## config.mk

```make
export PLATFORM = sky130hd
export DESIGN_NAME = utf8_codepoint_range_detector_flat
export DESIGN_NICKNAME = d
export VERILOG_FILES = /design/src/rtl/core/ucrd_pkg.sv /design/src/rtl/core/ucrd_in_if.sv /design/src/rtl/core/ucrd_out_if.sv /design/src/rtl/core/ucrd_cfg_if.sv /design/src/rtl/core/ucrd_cfg_regs.sv /design/src/rtl/core/ucrd_utf8_step.sv /design/src/rtl/core/ucrd_range_match.sv /design/src/rtl/core/utf8_codepoint_range_detector.sv /design/src/flat_wrapper.sv
export SDC_FILE = /design/constraint.sdc
export NUM_CORES = 1
export LEC_CHECK = 0
export BUFFER_PORTS_ARGS = -buffer_cell sky130_fd_sc_hd__buf_2
export CAP_MARGIN = 20
export CORE_ASPECT_RATIO = 0.6
export CORE_MARGIN = 2
export CORE_UTILIZATION = 55
export DETAILED_ROUTE_END_ITERATION = 10
export PLACE_DENSITY_LB_ADDON = 0.12
export SLEW_MARGIN = 20
export SYNTH_ARGS = -nofsm -noshare
export SYNTH_HDL_FRONTEND = slang
export SYNTH_SLANG_ARGS = --single-unit
```

## constraint.sdc

```tcl
create_clock -name clk -period 9.74 [get_ports clk]
set_clock_uncertainty 0.15 [all_clocks]
set_input_delay 0.487 -clock clk [delete_from_list [all_inputs] [get_ports clk]]
set_output_delay 0.487 -clock clk [all_outputs]
set_load 0.05 [all_outputs]
```

## src/rtl/core/ucrd_pkg.sv

```systemverilog
package ucrd_pkg;

  // Number of code point ranges that take part in the compare (1 to 4).
  localparam int RANGE_PAIRS = 4;

  localparam int POINT_W   = 21;
  localparam int BYTE_W    = 8;
  localparam int PEND_W    = 2;
  localparam int CFG_IDX_W = 4;

  // Register map of the configuration port.
  localparam logic [CFG_IDX_W-1:0] REG_RANGE0_LOW  = 4'd0;
  localparam logic [CFG_IDX_W-1:0] REG_RANGE0_HIGH = 4'd1;
  localparam logic [CFG_IDX_W-1:0] REG_RANGE1_LOW  = 4'd2;
  localparam logic [CFG_IDX_W-1:0] REG_RANGE1_HIGH = 4'd3;
  localparam logic [CFG_IDX_W-1:0] REG_RANGE2_LOW  = 4'd4;
  localparam logic [CFG_IDX_W-1:0] REG_RANGE2_HIGH = 4'd5;
  localparam logic [CFG_IDX_W-1:0] REG_RANGE3_LOW  = 4'd6;
  localparam logic [CFG_IDX_W-1:0] REG_RANGE3_HIGH = 4'd7;

  localparam logic [POINT_W-1:0] RANGE_LOW_RST  = 21'd1;
  localparam logic [POINT_W-1:0] RANGE_HIGH_RST = 21'd0;

  // UTF-8 byte classes.
  localparam logic [BYTE_W-1:0] ASCII_LIMIT = 8'h80;
  localparam logic [BYTE_W-1:0] CONT_MASK   = 8'hC0;
  localparam logic [BYTE_W-1:0] CONT_TAG    = 8'h80;
  localparam logic [BYTE_W-1:0] LEAD2_MASK  = 8'hE0;
  localparam logic [BYTE_W-1:0] LEAD2_TAG   = 8'hC0;
  localparam logic [BYTE_W-1:0] LEAD3_MASK  = 8'hF0;
  localparam logic [BYTE_W-1:0] LEAD3_TAG   = 8'hE0;
  localparam logic [BYTE_W-1:0] LEAD4_MASK  = 8'hF8;
  localparam logic [BYTE_W-1:0] LEAD4_TAG   = 8'hF0;
  localparam logic [BYTE_W-1:0] CONT_BITS   = 8'h3F;
  localparam logic [BYTE_W-1:0] LEAD2_BITS  = 8'h1F;
  localparam logic [BYTE_W-1:0] LEAD3_BITS  = 8'h0F;
  localparam logic [BYTE_W-1:0] LEAD4_BITS  = 8'h07;

  localparam int CONT_W = 6;

  typedef struct packed {
    logic [POINT_W-1:0] low;
    logic [POINT_W-1:0] high;
  } range_t;

  typedef struct packed {
    logic [PEND_W-1:0]  pending;
    logic [POINT_W-1:0] partial;
  } dec_state_t;

endpackage

```

## src/rtl/core/ucrd_in_if.sv

```systemverilog
interface ucrd_in_if import ucrd_pkg::*; ();
  logic              valid;
  logic              ready;
  logic [BYTE_W-1:0] name_byte;
  logic              last_of_name;

  modport source (output valid, output name_byte, output last_of_name, input ready);
  modport sink   (input valid, input name_byte, input last_of_name, output ready);
endinterface

```

## src/rtl/core/ucrd_out_if.sv

```systemverilog
interface ucrd_out_if ();
  logic valid;
  logic ready;
  logic range_hit;

  modport source (output valid, output range_hit, input ready);
  modport sink   (input valid, input range_hit, output ready);
endinterface

```

## src/rtl/core/ucrd_cfg_if.sv

```systemverilog
interface ucrd_cfg_if import ucrd_pkg::*; ();
  logic                 valid;
  logic                 ready;
  logic [CFG_IDX_W-1:0] index;
  logic [POINT_W-1:0]   data;

  modport source (output valid, output index, output data, input ready);
  modport sink   (input valid, input index, input data, output ready);
endinterface

```

## src/rtl/core/ucrd_cfg_regs.sv

```systemverilog
module ucrd_cfg_regs import ucrd_pkg::*; (
  input  logic                 clk,
  input  logic                 rst_n,
  input  logic                 wr_en,
  input  logic [CFG_IDX_W-1:0] wr_index,
  input  logic [POINT_W-1:0]   wr_data,
  output range_t               ranges [RANGE_PAIRS]
);

  range_t range_r   [RANGE_PAIRS];
  range_t range_nxt [RANGE_PAIRS];

  // Even index is the low bound of a pair, odd index the high bound.
  // Indexes of pairs that are not compared, and beyond the map, are dropped.
  always_comb begin
    for (int p = 0; p < RANGE_PAIRS; p++) begin
      range_nxt[p] = range_r[p];
      if (wr_en && (wr_index == CFG_IDX_W'(2 * p))) begin
        range_nxt[p].low = wr_data;
      end
      if (wr_en && (wr_index == CFG_IDX_W'(2 * p + 1))) begin
        range_nxt[p].high = wr_data;
      end
    end
  end

  always_ff @(posedge clk) begin
    for (int p = 0; p < RANGE_PAIRS; p++) begin
      if (!rst_n) begin
        range_r[p].low  <= RANGE_LOW_RST;
        range_r[p].high <= RANGE_HIGH_RST;
      end else begin
        range_r[p] <= range_nxt[p];
      end
    end
  end

  assign ranges = range_r;

endmodule

```

## src/rtl/core/ucrd_utf8_step.sv

```systemverilog
module ucrd_utf8_step import ucrd_pkg::*; (
  input  dec_state_t         state,
  input  logic [BYTE_W-1:0]  name_byte,
  output dec_state_t         state_nxt,
  output logic               point_done,
  output logic [POINT_W-1:0] point
);

  logic               is_cont;
  logic [POINT_W-1:0] shifted;
  logic [PEND_W-1:0]  pend_dec;

  assign is_cont  = (name_byte & CONT_MASK) == CONT_TAG;
  assign shifted  = {state.partial[POINT_W-CONT_W-1:0], name_byte[CONT_W-1:0]};
  assign pend_dec = state.pending - PEND_W'(1);

  // The partial value is zero whenever nothing is pending, so a lead byte
  // always starts from a clean state.
  always_comb begin
    state_nxt  = '0;
    point_done = 1'b0;
    point      = '0;
    if ((state.pending != '0) && is_cont) begin
      if (pend_dec == '0) begin
        point_done = 1'b1;
        point      = shifted;
      end else begin
        state_nxt.pending = pend_dec;
        state_nxt.partial = shifted;
      end
    end else if (name_byte < ASCII_LIMIT) begin
      point_done = 1'b1;
      point      = POINT_W'(name_byte);
    end else if ((name_byte & LEAD2_MASK) == LEAD2_TAG) begin
      state_nxt.pending = PEND_W'(1);
      state_nxt.partial = POINT_W'(name_byte & LEAD2_BITS);
    end else if ((name_byte & LEAD3_MASK) == LEAD3_TAG) begin
      state_nxt.pending = PEND_W'(2);
      state_nxt.partial = POINT_W'(name_byte & LEAD3_BITS);
    end else if ((name_byte & LEAD4_MASK) == LEAD4_TAG) begin
      state_nxt.pending = PEND_W'(3);
      state_nxt.partial = POINT_W'(name_byte & LEAD4_BITS);
    end
  end

endmodule

```

## src/rtl/core/ucrd_range_match.sv

```systemverilog
module ucrd_range_match import ucrd_pkg::*; (
  input  range_t             ranges [RANGE_PAIRS],
  input  logic [POINT_W-1:0] point,
  output logic               hit
);

  logic [RANGE_PAIRS-1:0] pair_hit;

  // A pair whose low bound lies above its high bound can never match.
  always_comb begin
    for (int p = 0; p < RANGE_PAIRS; p++) begin
      pair_hit[p] = (point >= ranges[p].low) && (point <= ranges[p].high);
    end
  end

  assign hit = (point != '0) && (|pair_hit);

endmodule

```

## src/rtl/core/utf8_codepoint_range_detector.sv

```systemverilog
// UTF-8 code point range detector. Bytes of a name arrive one transaction
// at a time on in_ch, the final byte flagged by last_of_name. One- to
// four-byte sequences are decoded to 21-bit code points (overlong forms and
// surrogates pass), and every nonzero code point is compared against four
// inclusive ranges set through cfg_ch (index 2k is the low bound and 2k+1
// the high bound of range k; low above high makes the range empty; writes
// to other indexes are ignored). A bad lead byte yields nothing, a bad
// continuation byte drops the pending sequence and is decoded again as a
// lead, and a sequence cut off at the end of the name yields nothing. The
// block emits exactly one out_ch transaction per name, on its last byte,
// with range_hit set if any code point of the name hit a range. Throughput
// is one byte per clock while no last byte stalls. After the last byte is
// accepted into the input register, it is decoded and compared, and the
// result register drives out_ch.valid. Only a last byte in the input
// register stalls, only while the previous result is still held in the
// result register, and in_ch.ready is low meanwhile. Ranges must only be
// written while no transaction is in flight; a change between the bytes of
// one name applies to the code points completed after it.
module utf8_codepoint_range_detector import ucrd_pkg::*; (
  input  logic       clk,
  input  logic       rst_n,
  ucrd_in_if.sink    in_ch,
  ucrd_out_if.source out_ch,
  ucrd_cfg_if.sink   cfg_ch
);

  // Input register.
  logic              s1_valid_r;
  logic              s1_valid_nxt;
  logic [BYTE_W-1:0] s1_byte_r;
  logic              s1_last_r;

  // Decoder state carried from byte to byte within a name.
  dec_state_t dec_r;
  dec_state_t dec_nxt;
  logic       hit_r;
  logic       hit_nxt;

  // Result register.
  logic out_valid_r;
  logic out_valid_nxt;
  logic out_hit_r;
  logic out_hit_nxt;

  dec_state_t         step_state;
  logic               point_done;
  logic [POINT_W-1:0] point;
  logic               point_hit;
  range_t             ranges [RANGE_PAIRS];

  logic advance;
  logic take_in;
  logic fire;

  // The configuration port never stalls.
  assign cfg_ch.ready = 1'b1;

  ucrd_cfg_regs u_cfg_regs (
    .clk      (clk),
    .rst_n    (rst_n),
    .wr_en    (cfg_ch.valid),
    .wr_index (cfg_ch.index),
    .wr_data  (cfg_ch.data),
    .ranges   (ranges)
  );

  ucrd_utf8_step u_step (
    .state      (dec_r),
    .name_byte  (s1_byte_r),
    .state_nxt  (step_state),
    .point_done (point_done),
    .point      (point)
  );

  ucrd_range_match u_match (
    .ranges (ranges),
    .point  (point),
    .hit    (point_hit)
  );

  // The byte in the input register moves on unless it ends a name and the
  // result register still holds a result that has not been taken. While it
  // waits, in_ch.ready is low, so no new byte is taken either.
  assign advance     = !s1_valid_r || !s1_last_r || !out_valid_r || out_ch.ready;
  assign in_ch.ready = advance;
  assign take_in     = in_ch.valid && advance;
  assign fire        = s1_valid_r && advance;

  always_comb begin
    s1_valid_nxt  = take_in ? 1'b1 : (advance ? 1'b0 : s1_valid_r);
    dec_nxt       = dec_r;
    hit_nxt       = hit_r;
    out_valid_nxt = out_ch.ready ? 1'b0 : out_valid_r;
    out_hit_nxt   = out_hit_r;
    if (fire) begin
      dec_nxt = step_state;
      hit_nxt = hit_r | (point_done & point_hit);
      if (s1_last_r) begin
        // End of name: report and start the next name from scratch.
        out_valid_nxt = 1'b1;
        out_hit_nxt   = hit_nxt;
        dec_nxt       = '0;
        hit_nxt       = 1'b0;
      end
    end
  end

  always_ff @(posedge clk) begin
    if (!rst_n) begin
      s1_valid_r  <= 1'b0;
      dec_r       <= '0;
      hit_r       <= 1'b0;
      out_valid_r <= 1'b0;
    end else begin
      s1_valid_r  <= s1_valid_nxt;
      dec_r       <= dec_nxt;
      hit_r       <= hit_nxt;
      out_valid_r <= out_valid_nxt;
    end
  end

  always_ff @(posedge clk) begin
    if (take_in) begin
      s1_byte_r <= in_ch.name_byte;
      s1_last_r <= in_ch.last_of_name;
    end
    out_hit_r <= out_hit_nxt;
  end

  assign out_ch.valid     = out_valid_r;
  assign out_ch.range_hit = out_hit_r;

endmodule
```

## src/flat_wrapper.sv

```systemverilog
// flat-port wrapper written by rule: the top's interface ports become plain ports
module utf8_codepoint_range_detector_flat import ucrd_pkg::*;
  (clk, rst_n, in_ch_valid, in_ch_name_byte, in_ch_last_of_name, in_ch_ready, out_ch_valid, out_ch_range_hit, out_ch_ready, cfg_ch_valid, cfg_ch_index, cfg_ch_data, cfg_ch_ready);
  ucrd_in_if in_ch_i ();
  ucrd_out_if out_ch_i ();
  ucrd_cfg_if cfg_ch_i ();
  input  logic clk;
  input  logic rst_n;
  input wire logic [$bits(in_ch_i.valid)-1:0] in_ch_valid;
  input wire logic [$bits(in_ch_i.name_byte)-1:0] in_ch_name_byte;
  input wire logic [$bits(in_ch_i.last_of_name)-1:0] in_ch_last_of_name;
  output wire logic [$bits(in_ch_i.ready)-1:0] in_ch_ready;
  output wire logic [$bits(out_ch_i.valid)-1:0] out_ch_valid;
  output wire logic [$bits(out_ch_i.range_hit)-1:0] out_ch_range_hit;
  input wire logic [$bits(out_ch_i.ready)-1:0] out_ch_ready;
  input wire logic [$bits(cfg_ch_i.valid)-1:0] cfg_ch_valid;
  input wire logic [$bits(cfg_ch_i.index)-1:0] cfg_ch_index;
  input wire logic [$bits(cfg_ch_i.data)-1:0] cfg_ch_data;
  output wire logic [$bits(cfg_ch_i.ready)-1:0] cfg_ch_ready;
  assign in_ch_i.valid = in_ch_valid;
  assign in_ch_i.name_byte = in_ch_name_byte;
  assign in_ch_i.last_of_name = in_ch_last_of_name;
  assign in_ch_ready = in_ch_i.ready;
  assign out_ch_valid = out_ch_i.valid;
  assign out_ch_range_hit = out_ch_i.range_hit;
  assign out_ch_i.ready = out_ch_ready;
  assign cfg_ch_i.valid = cfg_ch_valid;
  assign cfg_ch_i.index = cfg_ch_index;
  assign cfg_ch_i.data = cfg_ch_data;
  assign cfg_ch_ready = cfg_ch_i.ready;
  utf8_codepoint_range_detector u_core (.clk(clk), .rst_n(rst_n), .in_ch(in_ch_i), .out_ch(out_ch_i), .cfg_ch(cfg_ch_i));
endmodule
```

==> results of run 1 <==
[area by class of cell]
type	count	area share
Antenna cell	2	0.000393
Inverter	168	0.0495
Clock buffer	26	0.0423
Timing Repair Buffer	49	0.0213
Clock inverter	6	0.00305
Multi-Input combinational cell	1029	0.537
Sequential cell	198	0.319
Tap cell	279	0.0274
[sequential cells by signal, indices dropped and copies added (netlist names)]
name and flops:
u_core.s1_valid_r 1, u_core.u_cfg_regs.ranges 168, u_core.s1_byte_r 8, u_core.dec_r 17, u_core.s1_last_r 1, u_core.out_ch.range_hit 1, u_core.hit_r 1, u_core.out_ch.valid 1
[metal layers]
| layer | up-vias | wire [µm] | GRT usage |
|---|---|---|---|
| met3 | 30 | 2140 | 0.0619 |
| li1 | 4931 | - | - |
| met4 | 0 | 419 | 0.0753 |
| met1 | 4769 | 17000 | 0.448 |
| met2 | 273 | 14500 | 0.451 |
| met5 | - | 0 | 0 |
[cells by family after synthesis]
group	count (synthesis)
and+or+nand+nor	520
other	1
AOI/OAI and AO/OA	338
DFF	198
buffers and inverters	252
adders and majority gates	170
[critical path, delay by kind of cell, from the launching register on]
kind | cells | cell delay (ns)
AO/OA/AOI/OAI | 8 | 1.45
AND/OR/NAND/NOR | 4 | 1.25
adder cells (fa/ha/maj) | 2 | 0.58
flip-flops | 1 | 0.37
buffers and inverters | 1 | 0.06
[how the worst min path moves through the flow]
stage,endpoint,slack (ns),startpoint
3_3_place_gp,u_core.u_cfg_regs.ranges[98],0.29,u_core.u_cfg_regs.ranges[98]
2_1_floorplan,u_core.u_cfg_regs.ranges[100],0.29,u_core.u_cfg_regs.ranges[100]
3_5_place_dp,u_core.u_cfg_regs.ranges[100],0.29,u_core.u_cfg_regs.ranges[100]
4_1_cts,u_core.s1_byte_r[4],0.05,in_ch_name_byte[4]
6_report,u_core.s1_byte_r[4],0.06,in_ch_name_byte[4]
5_1_grt,u_core.s1_byte_r[1],0.04,in_ch_name_byte[1]
[report_power, final]
group | leakage [nW] | switching, mW | total (mW) | internal (mW)
logic | 3.10 | 0.107 | 0.170 | 0.0627
clock network | 0.284 | 0.323 | 0.704 | 0.381
registers | 1.62 | 0.00963 | 0.838 | 0.829
total | 4.99 | 0.440 | 1.71 | 1.27
[through the flow]
stage / utilization / area (µm²) / total power, mW
global placement: 0.574 / 12100 / 1.02
floorplan: - / 11900 / 0.971
finish: 0.603 / 12700 / 1.71
CTS: 0.602 / 12700 / 1.72
detailed placement: 0.574 / 12100 / 1.02
global route: 0.603 / 12700 / 1.77
[layout by cell type, fill, tap and decap left out, drive strengths merged, types with 6 or more instances in the layout]
master and n:
nand3 26, nand3b 6, inv 168, nor3 7
ha 170, a22oi 15, nor4 6, a2111oi 6
buf 49, clkbuf 26, nor2b 23, o21ai 25
a21oi 58, and3 17, dfxtp 188, nand2 372
and4 6, edfxtp 10, a21o 33, a21boi 167
nor2 17, nand4 22
==> results.py, run 1 <==
metrics = {
    "setup_path": {
        "crit_required_ns": 9.78,
        "startpoint_type": "flip-flop",
        "crit_path_end": "u_core.out_ch.range_hit",
        "crit_type": "reg -> reg",
        "r2r_end": "u_core.out_ch.range_hit",
        "rr_worst_depth": 15,
        "reg2reg_from": "u_core.dec_r[21]",
        "startpoint": "u_core.dec_r[21]",
        "r2r_slack_ns": 5.60,
        "cp_cell_sequence": "inv_1, ha_1, nor3_4, nand2_1, nand2_1, and2_1, ha_1, a21oi_1, o21ai_1, a21o_1, a21oi_1, o31a_1, o31ai_1, a221oi_2, o21bai_1",
        "slowest_delay_ns": 0.48,
        "slowest_stage": "and2_1",
        "cp.arrival_ns": 4.18,
        "cp-end-kind": "flip-flop",
        "crit_fanout": 16,
    },
    "sta": {
        "setup_viol": 0,
        "min_period_ns": 4.14,
        "timing.final.crit_share": 0.425,
        "drv_slew": 0,
        "max_slew_margin": 0.231,
        "setup-tns-final_ns": 0,
        "fmax_mhz": 241,
        "worst_pin_slew_ns": 1.15,
        "worst_hold_slack_ns": 0.0592,
        "hold_viol_final": 0,
        "layout_setup_ws_ns": 5.60,
        "rsz0062_at_grt": "no",
    },
    "die": {
        "pin_count": 43,
        "fp.coreArea_mm2": 0.0211,
        "die-area_mm2": 0.0229,
        "die_y_um": 118,
        "dieWidth_um": 194,
        "start_util": 0.564,
        "num_rows": 41,
    },
    "placement": {
        "dpl.cell_count": 1722,
        "hpwl_um": 24100,
        "place_congestion": 0.897,
        "post-place-ws_ns": 5.68,
        "io_buffers": 41,
    },
    "grt": {
        "grt_first_pass_wirelength_um": 53800,
        "track_usage": 0.304,
        "grt_start_max_net_pins": 67,
        "grt_pass1_vias": 9461,
        "grt_overflow_total": 0,
        "antenna_found_initial": 2,
    },
    "logic_synthesis": {
        "syn_nets": 1688,
        "synth_top_family_by_area": "compound AO/OA/AOI/OAI gates",
        "ys_seq_area_frac": 0.341,
        "synthArstFlopShare": 0,
        "synth_compound_area_frac": 0.200,
        "ys.warnings.count": 0,
        "synth.distinct_cells": 59,
        "synth_seq_cells": 198,
        "synth_common_cells": "nand2_1, dfxtp_1, ha_1",
        "netlist_instances": 1479,
        "postSynthAreaPerCell_um2": 8.06,
        "synth_area_leaders": "dfxtp_1, ha_1, nand2_1, a21boi_0, inv_1",
        "synth-adder-area-share": 0.178,
        "synth_most_common_cell": "nand2_1",
        "synth_flop_cell": "dfxtp_1",
        "yosys.area_share.simple": 0.193,
        "synth_area_mm2": 0.0119,
        "synth.top_cell.area_share": 0.316,
        "synth.area.mux_share": 0,
        "synth_edf_count": 10,
        "synth_xor_area_frac": 0,
        "synth_top_area_cell": "dfxtp_1",
    },
    "clocking": {
        "cts_root_buffer": "clkbuf_16",
        "hold_buffers": 0,
        "post_cts_resized": 0,
        "cts_tree": "done",
        "clock_sinks": 198,
        "clock_latency_ns": 0.45,
        "path_clk_slew_ns": 0.07,
        "cts_inserted_buffers": 17,
        "cts_buffer_depth": 2,
        "cts_setup_buffers": 0,
        "h-tree-depth": 4,
    },
    "drt": {
        "drt_pass1_iterations": 7,
        "viasPerCell": 5.69,
        "drc": 0,
        "ant_nets": 0,
        "routed_wl_um": 34000,
        "num_vias": 10000,
        "wl_per_cell_um": 19.4,
        "drt_iter0_drc": 778,
    },
    "flow_run": {
        "cap_violations": 0,
    },
    "finish": {
        "syn_to_final_growth_pct": 6.84,
        "fillers": 1917,
        "multi_input_area_mm2": 0.00684,
        "regArea_mm2": 0.00406,
        "final_nets": 1672,
        "final_cells": 1757,
        "drive_gt1_frac": 0.0644,
    },
    "status": {
        "status": "finished clean",
    },
    "power": {
        "power.density_mw_per_mm2": 134,
        "p_leak_nw": 4.99,
        "vdd.ir_drop.worst_mv": 0.116,
    },
    "min_path": {
        "holdPathStages": 1,
        "hold_path_class": "in -> reg",
    },
}
No activity file was read; power rests on OpenSTA's default activity.
==> run 2, diff against run 1 <==
--- a/config.mk
+++ b/config.mk
@@ -5,6 +5,7 @@
 export SDC_FILE = /design/constraint.sdc
 export NUM_CORES = 1
 export LEC_CHECK = 0
+export ABC_AREA = 1
 export BUFFER_PORTS_ARGS = -buffer_cell sky130_fd_sc_hd__buf_2
 export CAP_MARGIN = 20
 export CORE_ASPECT_RATIO = 0.6
==> constraint.sdc (replaced) <==
create_clock -name clk -period 3.9 [get_ports clk]
set_clock_uncertainty 0.15 [all_clocks]
set_input_delay 0.195 -clock clk [delete_from_list [all_inputs] [get_ports clk]]
set_output_delay 0.195 -clock clk [all_outputs]
set_load 0.05 [all_outputs]
==> run 2 against run 1 <==
Net effect: worst setup slack lost 5.2 ns; die area fell by 3.7%; routed wire length decreased by 8.1%; fmax rose by 18%; core utilization up 2.3 points; critical path type unchanged; critical endpoint unchanged; highest routed layer is now met5.
==> results.py, run 2 <==
metrics = {
    "status": {
        "status": "finished clean",
    },
    "placement": {
        "place_area_mm2": 0.0119,
        "io_buffers": 41,
        "place_congestion": 0.912,
        "hpwl_um": 23000,
    },
    "logic_synthesis": {
        "ys_seq_area_frac": 0.354,
        "synth_edf_count": 10,
        "synth_top_area_cell": "dfxtp_1",
        "synth_area_leaders": "dfxtp_1, ha_1, a21oi_1, inv_1, nand2_1",
        "synth_seq_cells": 198,
        "synth_flop_cell": "dfxtp_1",
        "netlist_instances": 1563,
        "synth_area_mm2": 0.0115,
        "ys.warnings.count": 0,
        "synth_common_cells": "inv_1, nand2_1, a21oi_1",
        "synth.top_cell.area_share": 0.328,
        "synth.distinct_cells": 35,
        "synth_most_common_cell": "inv_1",
        "synthArstFlopShare": 0,
        "postSynthAreaPerCell_um2": 7.34,
        "syn_nets": 1772,
    },
    "die": {
        "pin_count": 43,
        "fp.coreArea_mm2": 0.0202,
        "die-area_mm2": 0.0221,
        "num_rows": 40,
        "start_util": 0.567,
        "die_y_um": 116,
        "dieWidth_um": 190,
    },
    "sta": {
        "min_period_ns": 3.52,
        "max_slew_margin": 0.365,
        "setup_viol": 0,
        "setup-tns-final_ns": 0,
        "worst_pin_slew_ns": 0.951,
        "worst_hold_slack_ns": 0.0121,
        "hold_viol_final": 0,
        "timing.final.crit_share": 0.902,
        "drv_slew": 0,
        "rsz0062_at_grt": "no",
        "fmax_mhz": 284,
    },
    "drt": {
        "drt_pass1_iterations": 5,
        "ant_nets": 0,
        "drt_iter0_drc": 793,
        "viasPerCell": 5.41,
        "drc": 0,
        "num_vias": 10100,
        "routed_wl_um": 31300,
        "wl_per_cell_um": 16.7,
    },
    "finish": {
        "largest_register_ffs": 168,
        "final_cell_mix": "inv_1, nand2_1, a21oi_1",
        "drive_gt1_frac": 0.0593,
        "fin_area_mm2": 0.0127,
        "mostFrequentLayoutCell": "inv_1",
        "n_antenna_cell": 0,
        "syn_to_final_growth_pct": 10.4,
        "final_nets": 1798,
    },
    "clocking": {
        "clock_latency_ns": 0.45,
        "cts_root_buffer": "clkbuf_16",
        "cts_inserted_buffers": 17,
        "clock_sinks": 198,
        "path_clk_slew_ns": 0.07,
        "cts_tree": "done",
        "h-tree-depth": 4,
        "post_cts_resized": 0,
        "cts_buffer_depth": 2,
        "cts_setup_buffers": 0,
        "hold_buffers": 13,
    },
    "grt": {
        "grt_pass1_vias": 9126,
        "antenna_found_initial": 1,
        "track_usage": 0.295,
        "grt_first_pass_wirelength_um": 49500,
        "grt_overflow_total": 0,
        "grt_start_max_net_pins": 89,
    },
    "setup_path": {
        "crit_type": "reg -> reg",
        "crit_required_ns": 3.96,
        "cp.arrival_ns": 3.57,
        "startpoint_type": "flip-flop",
        "crit_fanout": 16,
        "cp-end-kind": "flip-flop",
    },
    "power": {
        "p_leak_nw": 5.78,
        "vdd.ir_drop.worst_mv": 0.356,
        "power.density_mw_per_mm2": 364,
    },
    "flow_run": {
        "cap_violations": 0,
    },
    "min_path": {
        "hold_path_class": "in -> reg",
    },
}
==> run 2: cell type report <==
class,instances,area (µm²)
Clock inverter,14,200
Sequential cell,198,4060
Clock buffer,18,439
Timing Repair Buffer,67,455
Tap cell,273,342
Multi-Input combinational cell,1042,6170
Inverter,263,987
Fill cell,1861,7560
==> run 2: path summary, 6_finish.rpt <==
kind	start	end	slack [ns]	cells after the start
worst max-delay path	u_core.dec_r[22]	u_core.out_ch.range_hit	0.38	17
worst min-delay path	cfg_ch_data[7]	u_core.u_cfg_regs.ranges[28]	0.01	3
worst max register to register	u_core.dec_r[22]	u_core.out_ch.range_hit	0.38	17
worst min register to register	u_core.u_cfg_regs.ranges[94]	u_core.u_cfg_regs.ranges[94]	0.31	2
==> run 2: report_power, final <==
part | switching [mW] | total, mW | internal (mW)
Combinational | 0.376 | 0.560 | 0.184
Sequential | 0.0204 | 2.11 | 2.09
Clock | 0.837 | 1.93 | 1.10
Total | 1.23 | 4.60 | 3.37
==> run 2: per-layer routing <==
| metal | global-route usage | vias up | part of all wire |
|---|---|---|---|
| met5 | 0 | - | 0.00032 |
| met4 | 0.0760 | 2 | 0.015 |
| met3 | 0.0600 | 48 | 0.079 |
| met2 | 0.425 | 345 | 0.40 |
| met1 | 0.447 | 4567 | 0.50 |
| li1 | - | 5179 | - |
==> run 2: cells by family after synthesis <==
| logic type | synth area share |
|---|---|
| AO/OA/AOI/OAI | 0.197 |
| AND/OR/NAND/NOR | 0.155 |
| buffers and inverters | 0.108 |
| flip-flops | 0.354 |
| adder cells (fa/ha/maj) | 0.186 |
| other | 0.000327 |
==> run 2: stage by stage <==
stage / power (mW) / cells / util / worst slack (ns)
6_report: 4.60 / 1875 / 0.626 / 0.384
5_1_grt: 4.77 / 1875 / 0.626 / 0.111
4_1_cts: 4.61 / 1875 / 0.626 / 0.438
3_5_place_dp: 2.69 / 1830 / 0.588 / 0.448
3_3_place_gp: 2.68 / 1829 / 0.586 / 0.564
2_1_floorplan: 2.51 / 1563 / - / 1.05
==> run 2: worst max-delay path, stage by stage (launching register included) <==
cell and delay [ns]:
dfxtp_1 0.32, inv_1 0.08, ha_1 0.53, nor2_4 0.19
a21oi_2 0.30, nand2_1 0.09, inv_1 0.33, ha_1 0.35
nand2_1 0.07, inv_1 0.03, o21ai_0 0.14, nand3_1 0.15
nand2_1 0.09, nand4_1 0.08, nand2_1 0.08, nand2_1 0.06
o21ai_2 0.15, nand2_1 0.07
==> run 3, diff against run 2 <==
--- a/config.mk
+++ b/config.mk
@@ -6,14 +6,13 @@
 export NUM_CORES = 1
 export LEC_CHECK = 0
 export ABC_AREA = 1
-export BUFFER_PORTS_ARGS = -buffer_cell sky130_fd_sc_hd__buf_2
 export CAP_MARGIN = 20
 export CORE_ASPECT_RATIO = 0.6
 export CORE_MARGIN = 2
 export CORE_UTILIZATION = 55
 export DETAILED_ROUTE_END_ITERATION = 10
+export DONT_BUFFER_PORTS = 1
 export PLACE_DENSITY_LB_ADDON = 0.12
-export SLEW_MARGIN = 20
 export SYNTH_ARGS = -nofsm -noshare
 export SYNTH_HDL_FRONTEND = slang
 export SYNTH_SLANG_ARGS = --single-unit
==> run 3 against run 2 <==
Net effect: global-route usage increased by 0.23 points; clock power rose by 12%; first-iteration DRC count decreased by 2.5%; largest power group is now clock.
==> results.py, run 3 (same netlist as run 2, synthesis figures left out) <==
metrics = {
    "setup_path": {
        "crit_type": "reg -> reg",
        "crit_required_ns": 3.96,
        "cp-end-kind": "flip-flop",
        "cp.arrival_ns": 3.59,
        "startpoint_type": "flip-flop",
        "crit_fanout": 16,
    },
    "sta": {
        "setup_viol": 0,
        "drv_slew": 0,
        "worst_pin_slew_ns": 0.793,
        "hold_viol_final": 0,
        "min_period_ns": 3.53,
        "setup-tns-final_ns": 0,
        "fmax_mhz": 283,
        "timing.final.crit_share": 0.905,
        "max_slew_margin": 0.470,
        "rsz0062_at_grt": "no",
    },
    "grt": {
        "grt_start_max_net_pins": 170,
        "track_usage": 0.297,
        "grt_overflow_total": 0,
        "grt_first_pass_wirelength_um": 49700,
        "antenna_found_initial": 2,
        "grt_pass1_vias": 9096,
    },
    "drt": {
        "drt_pass1_iterations": 5,
        "drt_iter0_drc": 773,
        "routed_wl_um": 31900,
        "dr_wl_met2_um": 13000,
        "ant_nets": 0,
        "routed.top_layer": "met4",
        "num_vias": 10100,
        "drc": 0,
        "wl_met3_um": 2590,
        "viasPerCell": 5.41,
        "drt-met1-wl_um": 16000,
        "wl_per_cell_um": 17.1,
    },
    "finish": {
        "drive_gt1_frac": 0.0357,
        "fin_area_mm2": 0.0129,
        "mostFrequentLayoutCell": "inv_1",
        "largest_register_ffs": 168,
        "final_util": 0.638,
        "final_nets": 1791,
        "fillers": 1808,
        "regArea_mm2": 0.00406,
        "syn_to_final_growth_pct": 12.5,
        "final_cell_mix": "inv_1, nand2_1, a21oi_1",
        "multi_input_area_mm2": 0.00617,
    },
    "die": {
        "start_util": 0.567,
        "die-area_mm2": 0.0221,
        "num_rows": 40,
        "pin_count": 43,
        "die_y_um": 116,
        "dieWidth_um": 190,
        "fp.coreArea_mm2": 0.0202,
    },
    "power": {
        "p_sw_mw": 1.22,
        "p_leak_nw": 5.83,
        "clkPwrFrac": 0.447,
        "seqPwrFrac": 0.435,
        "power.density_mw_per_mm2": 376,
        "swShare": 0.252,
        "vdd.ir_drop.worst_mv": 0.324,
        "power_frac_comb": 0.117,
        "p_int_mw": 3.62,
    },
    "status": {
        "status": "finished clean",
    },
    "clocking": {
        "hold_buffers": 43,
        "cts_root_buffer": "clkbuf_16",
        "cts_tree": "done",
        "cts_buffer_depth": 2,
        "post_cts_resized": 0,
        "cts_inserted_buffers": 17,
        "path_clk_slew_ns": 0.07,
        "clock_sinks": 198,
        "clock_latency_ns": 0.45,
        "h-tree-depth": 4,
        "cts_setup_buffers": 0,
    },
    "placement": {
        "io_buffers": 0,
        "place_area_mm2": 0.0117,
        "place_congestion": 0.977,
        "hpwl_um": 22700,
    },
    "flow_run": {
        "cap_violations": 0,
    },
    "min_path": {
        "hold_path_class": "in -> reg",
    },
}
[run 3: cell count changes in the layout (fill, tap and decap cells not counted), sizes merged]
| cell | change |
|---|---|
| diode | +2 |
| buf | -36 |
| clkinv | -3 |
| bufinv | +4 |
| dlygate4sd3 | +29 |
| clkinvlp | -1 |
[run 3: critical path: stages, from the launching register on]
cell,delay (ns)
dfxtp_1,0.32
inv_1,0.09
ha_1,0.54
nor2_4,0.08
a21oi_2,0.29
nand2_1,0.12
inv_1,0.37
ha_1,0.36
nand2_1,0.07
inv_1,0.03
o21ai_0,0.16
nand3_1,0.18
nand2_1,0.10
nand4_1,0.08
nand2_1,0.08
nand2_1,0.06
o21ai_2,0.14
nand2_1,0.07
[run 3: path summary, 6_finish.rpt]
| path | from | to | slack [ns] | depth (start not counted) |
|---|---|---|---|---|
| min | cfg_ch_index[3] | u_core.u_cfg_regs.ranges[0] | 0.04 | 4 |
| max | u_core.dec_r[22] | u_core.out_ch.range_hit | 0.37 | 17 |
| max reg2reg | u_core.dec_r[22] | u_core.out_ch.range_hit | 0.37 | 17 |
| min reg2reg | u_core.u_cfg_regs.ranges[128] | u_core.u_cfg_regs.ranges[128] | 0.31 | 2 |
[run 3: through the flow]
step                setup slack [ns]  cells  hold slack, ns  power, mW
floorplan                       1.05   1563           0.144       2.51
global placement               0.525   1789           0.144       2.61
finish                         0.372   1870          0.0397       4.85
global route                   0.105   1868          0.0725       5.00
CTS                            0.476   1865         0.00664       4.84
detailed placement             0.507   1790           0.144       2.62
[run 3: power groups by stage]
stage / combinational [mW] / sequential, mW / clock, mW
floorplan: 0.362 / 2.15 / 0
global placement: 0.451 / 2.16 / 0
detailed placement: 0.460 / 2.16 / 0
CTS: 0.552 / 2.11 / 2.18
global route: 0.635 / 2.11 / 2.26
finish: 0.568 / 2.11 / 2.17
[run 3: layer usage]
layer,vias to the layer above,global-route usage
met2,287,0.437
met4,0,0.0651
met5,-,0
met3,31,0.0630
li1,5173,-
met1,4626,0.446
[run 3: cell type report]
type / instances / area share
multi-input combinational: 1042 / 0.478
sequential: 198 / 0.315
inverter: 263 / 0.0765
timing repair buffer: 60 / 0.0483
clock buffer: 18 / 0.0340
tap: 273 / 0.0265
clock inverter: 14 / 0.0213
antenna: 2 / 0.000388
